<file path="src/design/fnm_pkg.sv">
`default_nettype none
package fnm_pkg;

  localparam int unsigned MaxPatternLen = 32;
  localparam int unsigned MaxNameLen    = 255;

  localparam int unsigned PatWords      = 4;
  localparam int unsigned CharsPerWord  = 8;
  localparam int unsigned CfgIdxW       = 3;

  localparam int unsigned ScoreExact     = 1000;
  localparam int unsigned ScoreSubBase   = 800;
  localparam int unsigned SeqStepBase    = 10;

  typedef enum logic [CfgIdxW-1:0] {
    REG_PAT_LEN  = 3'd0,
    REG_PAT_A    = 3'd1,
    REG_PAT_B    = 3'd2,
    REG_PAT_C    = 3'd3,
    REG_PAT_D    = 3'd4
  } cfg_reg_e;

  typedef enum logic [1:0] {
    KIND_NONE  = 2'd0,
    KIND_SEQ   = 2'd1,
    KIND_SUB   = 2'd2,
    KIND_EXACT = 2'd3
  } match_kind_e;

  // ASCII upper case to lower case, other bytes unchanged
  function automatic logic [7:0] fold_char(input logic [7:0] c);
    logic [7:0] r;
    r = c;
    if (c >= 8'h41 && c <= 8'h5A) begin
      r = c + 8'h20;
    end
    return r;
  endfunction

endpackage
`default_nettype wire

</file>
<file path="src/design/fuzzy_name_match_scorer.sv">
`default_nettype none
// Fuzzy name match scorer. Stream the bytes of a name on s_axis, one byte per
// transfer, with tlast on the final byte; one result follows on m_axis per
// name: tdata[11:0] is the score, tuser[1:0] the match kind (none,
// subsequence, substring, exact). Matching folds ASCII A-Z to lower case.
// The block takes one byte every cycle while ready is high: each byte updates
// the shift-and match vector, the subsequence progress and the position
// counter, and the result is registered in the cycle after the last byte. Input
// ready drops only while a result sits in the output register and the sink
// stalls. Configure the pattern through the cfg port between names; register
// 0 is the pattern length, registers 1 to 4 hold the pattern bytes.
module fuzzy_name_match_scorer
  import fnm_pkg::*;
#(
  parameter int unsigned MAX_PATTERN_LEN = MaxPatternLen,
  parameter int unsigned MAX_NAME_LEN    = MaxNameLen
) (
  input  wire logic                clk_i,
  input  wire logic                rst_ni,
  // config write channel
  input  wire logic                cfg_valid_i,
  output logic                     cfg_ready_o,
  input  wire logic [CfgIdxW-1:0]  cfg_index_i,
  input  wire logic [63:0]         cfg_data_i,
  // input stream
  input  wire logic                s_axis_tvalid_i,
  output logic                     s_axis_tready_o,
  input  wire logic [7:0]          s_axis_tdata_i,   // [7:0] name_char
  input  wire logic                s_axis_tlast_i,   // name_last
  // result stream
  output logic                     m_axis_tvalid_o,
  input  wire logic                m_axis_tready_i,
  output logic [15:0]              m_axis_tdata_o,   // [11:0] score, [15:12] zero
  output logic [1:0]               m_axis_tuser_o    // [1:0] match_kind
);

  localparam int unsigned P  = MAX_PATTERN_LEN;
  localparam int unsigned IW = (P > 1) ? $clog2(P) : 1;
  localparam int unsigned CW = $clog2(MAX_NAME_LEN + 1);

  // configuration
  logic [5:0]  pat_len_q;
  logic [63:0] pat_words_q [PatWords];

  // per-name state
  logic [P-1:0]  pmv_q,       pmv_d;
  logic          sub_seen_q,  sub_seen_d;
  logic [CW-1:0] sub_pos_q,   sub_pos_d;
  logic [CW-1:0] cpos_q,      cpos_d;
  logic [5:0]    seq_idx_q,   seq_idx_d;
  logic [5:0]    run_q,       run_d;
  logic [11:0]   seq_score_q, seq_score_d;

  // result register
  logic          out_valid_q;
  logic [11:0]   out_score_q, out_score_d;
  match_kind_e   out_kind_q,  out_kind_d;

  logic          in_xfer;
  logic [7:0]    c_fold;
  logic [5:0]    eff_len;
  logic [IW-1:0] len_m1;
  logic [P-1:0]  pat_eq;
  logic [P-1:0]  hits;
  logic          seq_hit;
  logic [5:0]    run_inc;

  assign cfg_ready_o     = 1'b1;
  assign s_axis_tready_o = !out_valid_q || m_axis_tready_i;
  assign in_xfer         = s_axis_tvalid_i && s_axis_tready_o;

  assign c_fold = fold_char(s_axis_tdata_i);

  always_comb begin
    if (pat_len_q == 6'd0) begin
      eff_len = 6'd1;
    end else if (pat_len_q > 6'(P)) begin
      eff_len = 6'(P);
    end else begin
      eff_len = pat_len_q;
    end
  end

  assign len_m1 = IW'(eff_len - 6'd1);

  for (genvar i = 0; i < P; i++) begin : g_cmp
    assign pat_eq[i] = fold_char(pat_words_q[i / CharsPerWord][(i % CharsPerWord) * 8 +: 8])
                       == c_fold;
    assign hits[i]   = pat_eq[i] && (6'(i) < eff_len);
  end

  assign seq_hit = pat_eq[seq_idx_q[IW-1:0]];
  assign run_inc = run_q + 6'd1;

  always_comb begin
    pmv_d       = ((pmv_q << 1) | P'(1)) & hits;
    sub_seen_d  = sub_seen_q;
    sub_pos_d   = sub_pos_q;
    seq_idx_d   = seq_idx_q;
    run_d       = run_q;
    seq_score_d = seq_score_q;
    cpos_d      = cpos_q;

    if (!sub_seen_q && pmv_d[len_m1]) begin
      sub_seen_d = 1'b1;
      if (32'(cpos_q) >= 32'(len_m1)) begin
        sub_pos_d = CW'(32'(cpos_q) - 32'(len_m1));
      end else begin
        sub_pos_d = '0;
      end
    end

    if (seq_idx_q < eff_len) begin
      if (seq_hit) begin
        run_d       = run_inc;
        seq_score_d = seq_score_q + 12'(SeqStepBase)
                      + {4'd0, run_inc, 2'b00} + {6'd0, run_inc};
        seq_idx_d   = seq_idx_q + 6'd1;
      end else begin
        run_d = '0;
      end
    end

    if (32'(cpos_q) < 32'(MAX_NAME_LEN)) begin
      cpos_d = cpos_q + CW'(1);
    end
  end

  // score of the name that ends with this byte
  always_comb begin
    out_score_d = '0;
    out_kind_d  = KIND_NONE;
    if (sub_seen_d && (32'(cpos_d) == 32'(eff_len))) begin
      out_score_d = 12'(ScoreExact);
      out_kind_d  = KIND_EXACT;
    end else if (sub_seen_d) begin
      if (32'(sub_pos_d) < 32'(ScoreSubBase)) begin
        out_score_d = 12'(32'(ScoreSubBase) - 32'(sub_pos_d));
        out_kind_d  = KIND_SUB;
      end
    end else if (seq_idx_d >= eff_len) begin
      out_score_d = seq_score_d;
      out_kind_d  = KIND_SEQ;
    end
  end

  always_ff @(posedge clk_i or negedge rst_ni) begin
    if (!rst_ni) begin
      pat_len_q <= 6'd1;
      for (int w = 0; w < PatWords; w++) begin
        pat_words_q[w] <= '0;
      end
    end else if (cfg_valid_i && cfg_ready_o) begin
      unique case (cfg_index_i)
        REG_PAT_LEN: pat_len_q      <= cfg_data_i[5:0];
        REG_PAT_A:   pat_words_q[0] <= cfg_data_i;
        REG_PAT_B:   pat_words_q[1] <= cfg_data_i;
        REG_PAT_C:   pat_words_q[2] <= cfg_data_i;
        REG_PAT_D:   pat_words_q[3] <= cfg_data_i;
        default: ;
      endcase
    end
  end

  always_ff @(posedge clk_i or negedge rst_ni) begin
    if (!rst_ni) begin
      pmv_q       <= '0;
      sub_seen_q  <= 1'b0;
      sub_pos_q   <= '0;
      cpos_q      <= '0;
      seq_idx_q   <= '0;
      run_q       <= '0;
      seq_score_q <= '0;
    end else if (in_xfer) begin
      if (s_axis_tlast_i) begin
        pmv_q       <= '0;
        sub_seen_q  <= 1'b0;
        sub_pos_q   <= '0;
        cpos_q      <= '0;
        seq_idx_q   <= '0;
        run_q       <= '0;
        seq_score_q <= '0;
      end else begin
        pmv_q       <= pmv_d;
        sub_seen_q  <= sub_seen_d;
        sub_pos_q   <= sub_pos_d;
        cpos_q      <= cpos_d;
        seq_idx_q   <= seq_idx_d;
        run_q       <= run_d;
        seq_score_q <= seq_score_d;
      end
    end
  end

  always_ff @(posedge clk_i or negedge rst_ni) begin
    if (!rst_ni) begin
      out_valid_q <= 1'b0;
    end else if (in_xfer && s_axis_tlast_i) begin
      out_valid_q <= 1'b1;
    end else if (m_axis_tready_i) begin
      out_valid_q <= 1'b0;
    end
  end

  always_ff @(posedge clk_i) begin
    if (in_xfer && s_axis_tlast_i) begin
      out_score_q <= out_score_d;
      out_kind_q  <= out_kind_d;
    end
  end

  assign m_axis_tvalid_o = out_valid_q;
  assign m_axis_tdata_o  = {4'd0, out_score_q};
  assign m_axis_tuser_o  = out_kind_q;

  // exact match always scores the fixed value
  assert property (@(posedge clk_i) disable iff (!rst_ni)
    m_axis_tvalid_o && (m_axis_tuser_o == KIND_EXACT) |-> m_axis_tdata_o[11:0] == 12'(ScoreExact))
    else $error("exact match with wrong score");

  // no match carries a zero score
  assert property (@(posedge clk_i) disable iff (!rst_ni)
    m_axis_tvalid_o && (m_axis_tuser_o == KIND_NONE) |-> m_axis_tdata_o[11:0] == 12'd0)
    else $error("no-match result with nonzero score");

  // a byte that does not end a name produces no result
  assert property (@(posedge clk_i) disable iff (!rst_ni)
    in_xfer && !s_axis_tlast_i && (!out_valid_q || m_axis_tready_i) |=> !m_axis_tvalid_o)
    else $error("result without last byte");

  // subsequence progress stays within the pattern, the position counter within the name limit
  assert property (@(posedge clk_i) disable iff (!rst_ni)
    (seq_idx_q <= 6'(P)) && (32'(cpos_q) <= 32'(MAX_NAME_LEN)))
    else $error("per-name counter out of range");

endmodule
`default_nettype wire

</file>
<file path="config.mk">
export PLATFORM = sky130hd
export DESIGN_NAME = fuzzy_name_match_scorer
export DESIGN_NICKNAME = d
export VERILOG_FILES = /design/src/design/fnm_pkg.sv /design/src/design/fuzzy_name_match_scorer.sv
export SDC_FILE = /design/constraint.sdc
export NUM_CORES = 1
export LEC_CHECK = 0
export BUFFER_PORTS_ARGS = -buffer_cell sky130_fd_sc_hd__buf_2
export CAP_MARGIN = 20
export CORE_MARGIN = 1
export CORE_UTILIZATION = 49
export DETAILED_ROUTE_END_ITERATION = 8
export PLACE_DENSITY = 0.71
export SLEW_MARGIN = 20
export SYNTH_ARGS = -nofsm -noshare
export SYNTH_HDL_FRONTEND = slang
export SYNTH_SLANG_ARGS = --single-unit
</file>
<file path="constraint.sdc">
create_clock -name clk_i -period 12.2 [get_ports clk_i]
set_input_delay 2.44 -clock clk_i [delete_from_list [all_inputs] [get_ports clk_i]]
set_output_delay 2.44 -clock clk_i [all_outputs]
set_load 0.02 [all_outputs]
</file>
==> reports/metrics.csv, run 1 <==
metric,value,unit
clk_latency,0.59,ns
gr-total-overflow,0,
p_leak,10.15,nW
rows,77,
ys.flop_type,dfrtp_1,
holdBufCountCts,0,
avgViaCountPerCell,6.026,
io_pins,102,
drt-initial-drc-count,1356,
synth_seq_cells,349,
finalWirelength,60370,µm
io_buffers,96,
synth.avg_cell_area,9.929,µm²
timing.rr.end,out_score_q[6],
rrSetupSlack,4.72,ns
n_fill_cell,3825,
clock-sinks,349,
path_max_fanout,34,
crit_path_cell_trace,buf_2 -> buf_4 -> or4_4 -> o221a_2 -> a21oi_4 -> o2111ai_1 -> a311oi_1 -> mux2_2 -> a22oi_1 -> and4b_1 -> o211ai_2 -> mux2_2 -> ha_1 -> a21o_1 -> a21oi_1 -> nor2b_1 -> o21ai_0 -> nand2b_1 -> a21oi_1 -> or3_1 -> o21ai_0,
arrival,8.68,ns
path_buf_inv,2,
gp_congestion,0.9227,
cts_tree,done,
r2r-start,pat_len_q[5],
synth_cells,2214,
initial_utilization,49.71,%
end_kind,register,
status,finished clean,
slew_headroom,27.34,%
cts_resized,0,
grt_antenna_before_repair,5,
syn_area,0.02198,mm²
dp_slack,3.289,ns
grt_max_degree,101,
fin_util,55.15,%
fin_tns_setup,0,ns
cp_top_family,compound AO/OA/AOI/OAI gates,
synth_cell_types,86,
dr.pass1.iters,5,
yosysSeqAreaShare,40.05,%
holdCritPathClass,reg -> reg,
synthArstFlopShare,95.99,%
stdcell_area,0.02439,mm²
drtAntennaViolNets,0,
synth.largest_area_cell,dfrtp_1,
maxCapViolations,0,
worst_slew_pin_slew,1.076,ns
cts_buffer_depth,3,
crit_end,m_axis_tuser_o[0],
synth-edff-count,14,
synth_top_area_share,38.02,%
crit_type,in -> reg,
cp_num_cells,21,
synthTopCellsByArea,"dfrtp_1 (38%), mux2_2 (11%), xnor2_1 (7.3%)",
startpoint,s_axis_tdata_i[4],
drc,0,
cts.clk_slew.worst_paths,0.06,ns
startpoint_type,input pin,
synth.most_common_cell,dfrtp_1,
cp.required,12.49,ns
area_growth,10.95,%
die_x,213.8,µm
crit_path_top_delay_cell,a21oi_4,
root_buffer,clkbuf_16,
yosys_warnings,0,
wl_per_cell,20.84,µm
final.period_utilization,68.73,%
synth_common_cells,"dfrtp_1 (334), mux2_2 (224), nand2_1 (182), xnor2_1 (182), xor2_1 (108)",
slowest_delay,0.75,ns
drive_gt1_share,18.84,%
grt_pass1_vias,17530,
core_area,0.04422,mm²
setup_viol,0,
grt_pass1_wl,96230,µm
vias,17460,
post-dp-hpwl,43070,µm
fin_skew,0.02839,ns
track_usage,27.10,%
die_area,0.04571,mm²
period_minus_slack,8.385,ns
power_density,181.2,mW/mm²
rr_worst_depth,20,
fp.dieH,213.8,µm
timing.final.ws_setup,3.815,ns
drv_slew,0,
post_cts_buffers,0,
cts_inserted_buffers,41,
rsz0062_at_grt,no,
htreeDepth,2,
post_dp_cell_area,0.02295,mm²
ir_drop,0.0001138,V
hold_violations,0,
nNetsFinal,2435,
clock.fmax,0.1193,GHz
==> kinds of logic after synthesis <==
family,count (synthesis),synth area share (%)
and+or+nand+nor,604,13.42
AOI/OAI and AO/OA,438,13.91
DFF,349,40.05
xor gates and xnor gates,290,11.55
muxes,242,12.29
buffers and inverters,208,3.922
adders and majority gates,81,4.815
other,2,0.03416
==> final cells by class <==
| cell class | instances | area, µm² | area share [%] |
|---|---|---|---|
| multi-input cells | 1660 | 12370 | 50.74 |
| flip-flops and latches | 349 | 8805 | 36.10 |
| clock buffers | 58 | 1191 | 4.884 |
| well taps | 592 | 740.7 | 3.037 |
| repair buffers | 118 | 671.9 | 2.755 |
| inverters | 103 | 386.6 | 1.585 |
| clock inverters | 16 | 216.5 | 0.8875 |
| diodes | 1 | 2.502 | 0.01026 |
==> metal layers <==
layer	part of all wire (%)	track usage [%]	vias up
li1	-	-	8090
met1	44	36.02	8733
met2	48	44.68	511
met3	5.5	4.159	115
met4	2.9	10.02	8
met5	0.078	0	-
==> cells in the final DEF, fill, tap and decap left out, types with 18 or more instances in the layout <==
cell type,count
clkbuf_16,42
buf_4,20
nand4_1,29
o21ai_0,104
dfrtp_1,334
ha_1,75
a41oi_1,22
xor2_1,108
mux2_2,224
nor4_1,19
mux2i_1,18
a31oi_1,29
a21boi_0,27
inv_1,100
buf_2,95
nand3_1,76
nor2_1,97
a2bb2oi_1,26
xnor2_1,182
nor3_1,96
a21oi_1,66
nand2_1,181
==> worst register-to-register path, stage by stage, from the launching register on <==
cell      delay (ns)
dfrtp_1         0.67
clkinv_1        0.42
o21a_1          0.73
clkinv_1        0.84
ha_1            0.60
xnor2_1         0.70
inv_1           0.38
ha_1            0.44
nand2b_1        0.09
a21boi_0        0.10
o21ai_0         0.27
o21a_1          0.33
nor2_1          0.08
mux2i_1         0.28
ha_1            0.32
nand2_1         0.11
o21ai_0         0.27
xnor2_1         0.12
nand2_1         0.08
o211ai_1        0.16
a22o_1          0.24
==> worst min path at each step <==
stage               startpoint  slack [ns]   endpoint  cells past startpoint
floorplan             pmv_q[7]        0.43   pmv_q[7]                      2
global placement     pmv_q[24]        0.45  pmv_q[24]                      2
detailed placement    pmv_q[7]        0.46   pmv_q[7]                      2
CTS                  pmv_q[24]        0.47  pmv_q[24]                      2
global route         pmv_q[24]        0.49  pmv_q[24]                      2
finish               pmv_q[24]        0.47  pmv_q[24]                      2
==> state kept, by name, indices dropped and copies added (netlist names) <==
name / count
pmv_q: 31
sub_pos_q: 8
run_q: 6
m_axis_tvalid_o: 1
out_score_q: 12
sub_seen_q: 1
pat_len_q: 6
seq_idx_q: 6
pat_words_q: 256
cpos_q: 8
seq_score_q: 12
m_axis_tuser_o: 2
==> through the flow <==
step | instances | total power, mW | hold WS [ns]
after floorplan | 2217 | 2.707 | 0.4309
after global placement | 2821 | 3.077 | 0.4541
after detailed placement | 2821 | 3.136 | 0.4573
after CTS | 2895 | 4.427 | 0.4728
after global routing | 2897 | 4.666 | 0.4941
final | 2897 | 4.419 | 0.4745
==> power by group <==
part	switching (mW)	internal (mW)
clock network	0.507	0.769
logic	0.828	0.645
registers	0.280	1.39
total	1.62	2.80
Power figures use the tool's default switching activity.
==> run 2, diff against run 1 <==
PLACE_DENSITY = 0.73   (was 0.71)
clock period = 7.35 ns   (was 12.2 ns; I/O delays follow)
==> reports/metrics.csv, run 2 (synthesis results as in run 1) <==
metric,value,unit,change
reg_top3,"pat_words_q: 256 flops, pmv_q: 31 flops",,
gr-total-overflow,0,,unchanged
path_max_fanout,23,,-32%
worst_slew_pin_slew,1.023,ns,-0.05265 ns
drc,0,,unchanged
holdCritPathClass,reg -> reg,,
io_pins,102,,unchanged
cts_buffer_depth,3,,unchanged
post-dp-hpwl,43550,µm,+1.1%
p_int,4.750,mW,+69%
area_growth,11.88,%,
post_cts_buffers,0,,unchanged
n_fill_cell,3773,,-1.4%
cp_top_family,compound AO/OA/AOI/OAI gates,,
cp.required,7.63,ns,-4.86 ns
wl_per_cell,20.76,µm,-0.35%
crit_type,in -> reg,,
root_buffer,clkbuf_16,,
crit_path_cell_trace,buf_2 -> a21oi_4 -> nor2_1 -> o41ai_4 -> buf_4 -> xnor2_1 -> nor4_1 -> o2bb2ai_1 -> nor4_1 -> or4_1 -> o211ai_2 -> mux2_2 -> ha_1 -> a21o_1 -> a21oi_1 -> nor2b_1 -> o21ai_0 -> nand2b_1 -> a21oi_1 -> or3_1 -> o21ai_0,,
ir_drop,0.0002925,V,+160%
core_area,0.04422,mm²,unchanged
die_x,213.8,µm,unchanged
htreeDepth,2,,unchanged
fp.dieH,213.8,µm,unchanged
track_usage,26.85,%,-0.25 points
cts_tree,done,,
cts.clk_slew.worst_paths,0.06,ns,about the same
p_sw_share,36.08,%,-0.48 points
pwr-share-comb,33.7,%,+0.4 points
status,finished clean,,
clock.fmax,0.1504,GHz,
stdcell_area,0.02459,mm²,+0.84%
slowest_delay,0.87,ns,+0.12 ns
rsz0062_at_grt,no,,
top_usage_layer,met2,,
gr-usage-met1,36.56,%,+0.53 points
drtAntennaViolNets,0,,unchanged
clk_latency,0.57,ns,-0.02 ns
final_cell_count_no_fill,2922,,+0.86%
finalWirelength,60670,µm,+0.51%
dp_cells,2846,,+0.89%
vias,17560,,+0.58%
dr.pass1.iters,5,,unchanged
post_dp_cell_area,0.02317,mm²,+0.94%
hold_violations,0,,unchanged
cts_inserted_buffers,41,,unchanged
grt_pass1_wl,96010,µm,-0.23%
drt-initial-drc-count,1408,,+3.8%
timing.final.ws_setup,0.7014,ns,-3.114 ns
initial_utilization,49.71,%,unchanged
io_buffers,96,,unchanged
antenna_cells,0,,-1
fin_skew,0.02082,ns,-0.007565 ns
mostFrequentLayoutCell,dfrtp_1,,
rows,77,,unchanged
met2_usage,43.83,%,-0.85 points
setup_viol,0,,unchanged
maxCapViolations,0,,unchanged
largest_register_ffs,256,,unchanged
startpoint_type,input pin,,
grt_antenna_before_repair,1,,-4
grt_max_degree,104,,+3.0%
regMostFlops,pat_words_q,,
dp_slack,0.1812,ns,-3.108 ns
drive_gt1_share,19.53,%,+0.69 points
die_area,0.04571,mm²,unchanged
power_density,302.2,mW/mm²,+67%
gp_congestion,0.9378,,+1.6%
clock-sinks,349,,unchanged
fin_tns_setup,0,ns,unchanged
gr-usage-met3,3.896,%,-0.26 points
path_buf_inv,2,,unchanged
end_kind,register,,
holdBufCountCts,0,,unchanged
cts_resized,0,,unchanged
layout_common_cells,"dfrtp_1 (334), mux2_2 (224), xnor2_1 (182)",,
p_seq_share,37.1,%,-0.7 points
avgViaCountPerCell,6.009,,-0.28%
power_switching,2.681,mW,+66%
clockPowerShare,29.2,%,+0.3 points
final.period_utilization,90.46,%,
crit_path_top_delay_cell,o41ai_4,,
slew_headroom,31.79,%,+4.4 points
grt_pass1_vias,17300,,-1.3%
nNetsFinal,2459,,+0.99%
arrival,6.93,ns,-1.75 ns
drv_slew,0,,unchanged
period_minus_slack,6.649,ns,
power,7.431,mW,+68%
p_leak,10.28,nW,+1.4%
run 2: stage by stage:
step | hold WS [ns] | utilization [%]
final | 0.4726 | 55.62
after global routing | 0.4977 | 55.62
after global placement | 0.4481 | 52.39
after CTS | 0.4713 | 55.62
after floorplan | 0.4309 | -
after detailed placement | 0.4553 | 52.40
run 2: tightest hold or removal path: cells and delay by family, from the launching register on:
kind / cells / cell delay, ns
AO/OA/AOI/OAI: 1 / 0.05
flip-flops: 1 / 0.34
AND/OR/NAND/NOR: 1 / 0.05
run 2: worst paths after layout:
kind	start	end	slack [ns]	cells past startpoint
min in group asynchronous	rst_ni	pat_words_q[193]	0.93	1
max in group asynchronous	rst_ni	pat_words_q[104]	4.89	2
worst min-delay path	pmv_q[25]	pmv_q[25]	0.47	2
worst max register to register	pat_len_q[2]	m_axis_tuser_o[0]	1.69	20
worst max-delay path	s_axis_tdata_i[0]	m_axis_tuser_o[0]	0.70	21
worst min register to register	pmv_q[25]	pmv_q[25]	0.47	2
run 2: layout make-up:
| cell class | instances | area, µm² | area share (%) |
|---|---|---|---|
| flip-flops and latches | 349 | 8805 | 35.80 |
| clock inverters | 17 | 237.7 | 0.9666 |
| clock buffers | 59 | 1186 | 4.823 |
| well taps | 592 | 740.7 | 3.012 |
| multi-input cells | 1660 | 12380 | 50.33 |
| repair buffers | 142 | 860.8 | 3.500 |
| inverters | 103 | 386.6 | 1.572 |
run 2: layer usage:
metal  vias to the layer above  part of all wire (%)
met3                       116                   5.8
met2                       561                    47
met5                         -                 0.018
met1                      8757                    44
li1                       8122                     -
met4                         2                   2.7
run 2: power groups by stage:
| stage | Clock [mW] | Combinational (mW) | Sequential, mW |
|---|---|---|---|
| floorplan | 0 | 1.84 | 2.66 |
| global route | 2.28 | 2.74 | 2.81 |
| detailed placement | 0 | 2.47 | 2.77 |
| CTS | 2.20 | 2.49 | 2.74 |
| global placement | 0 | 2.39 | 2.74 |
| finish | 2.17 | 2.50 | 2.75 |
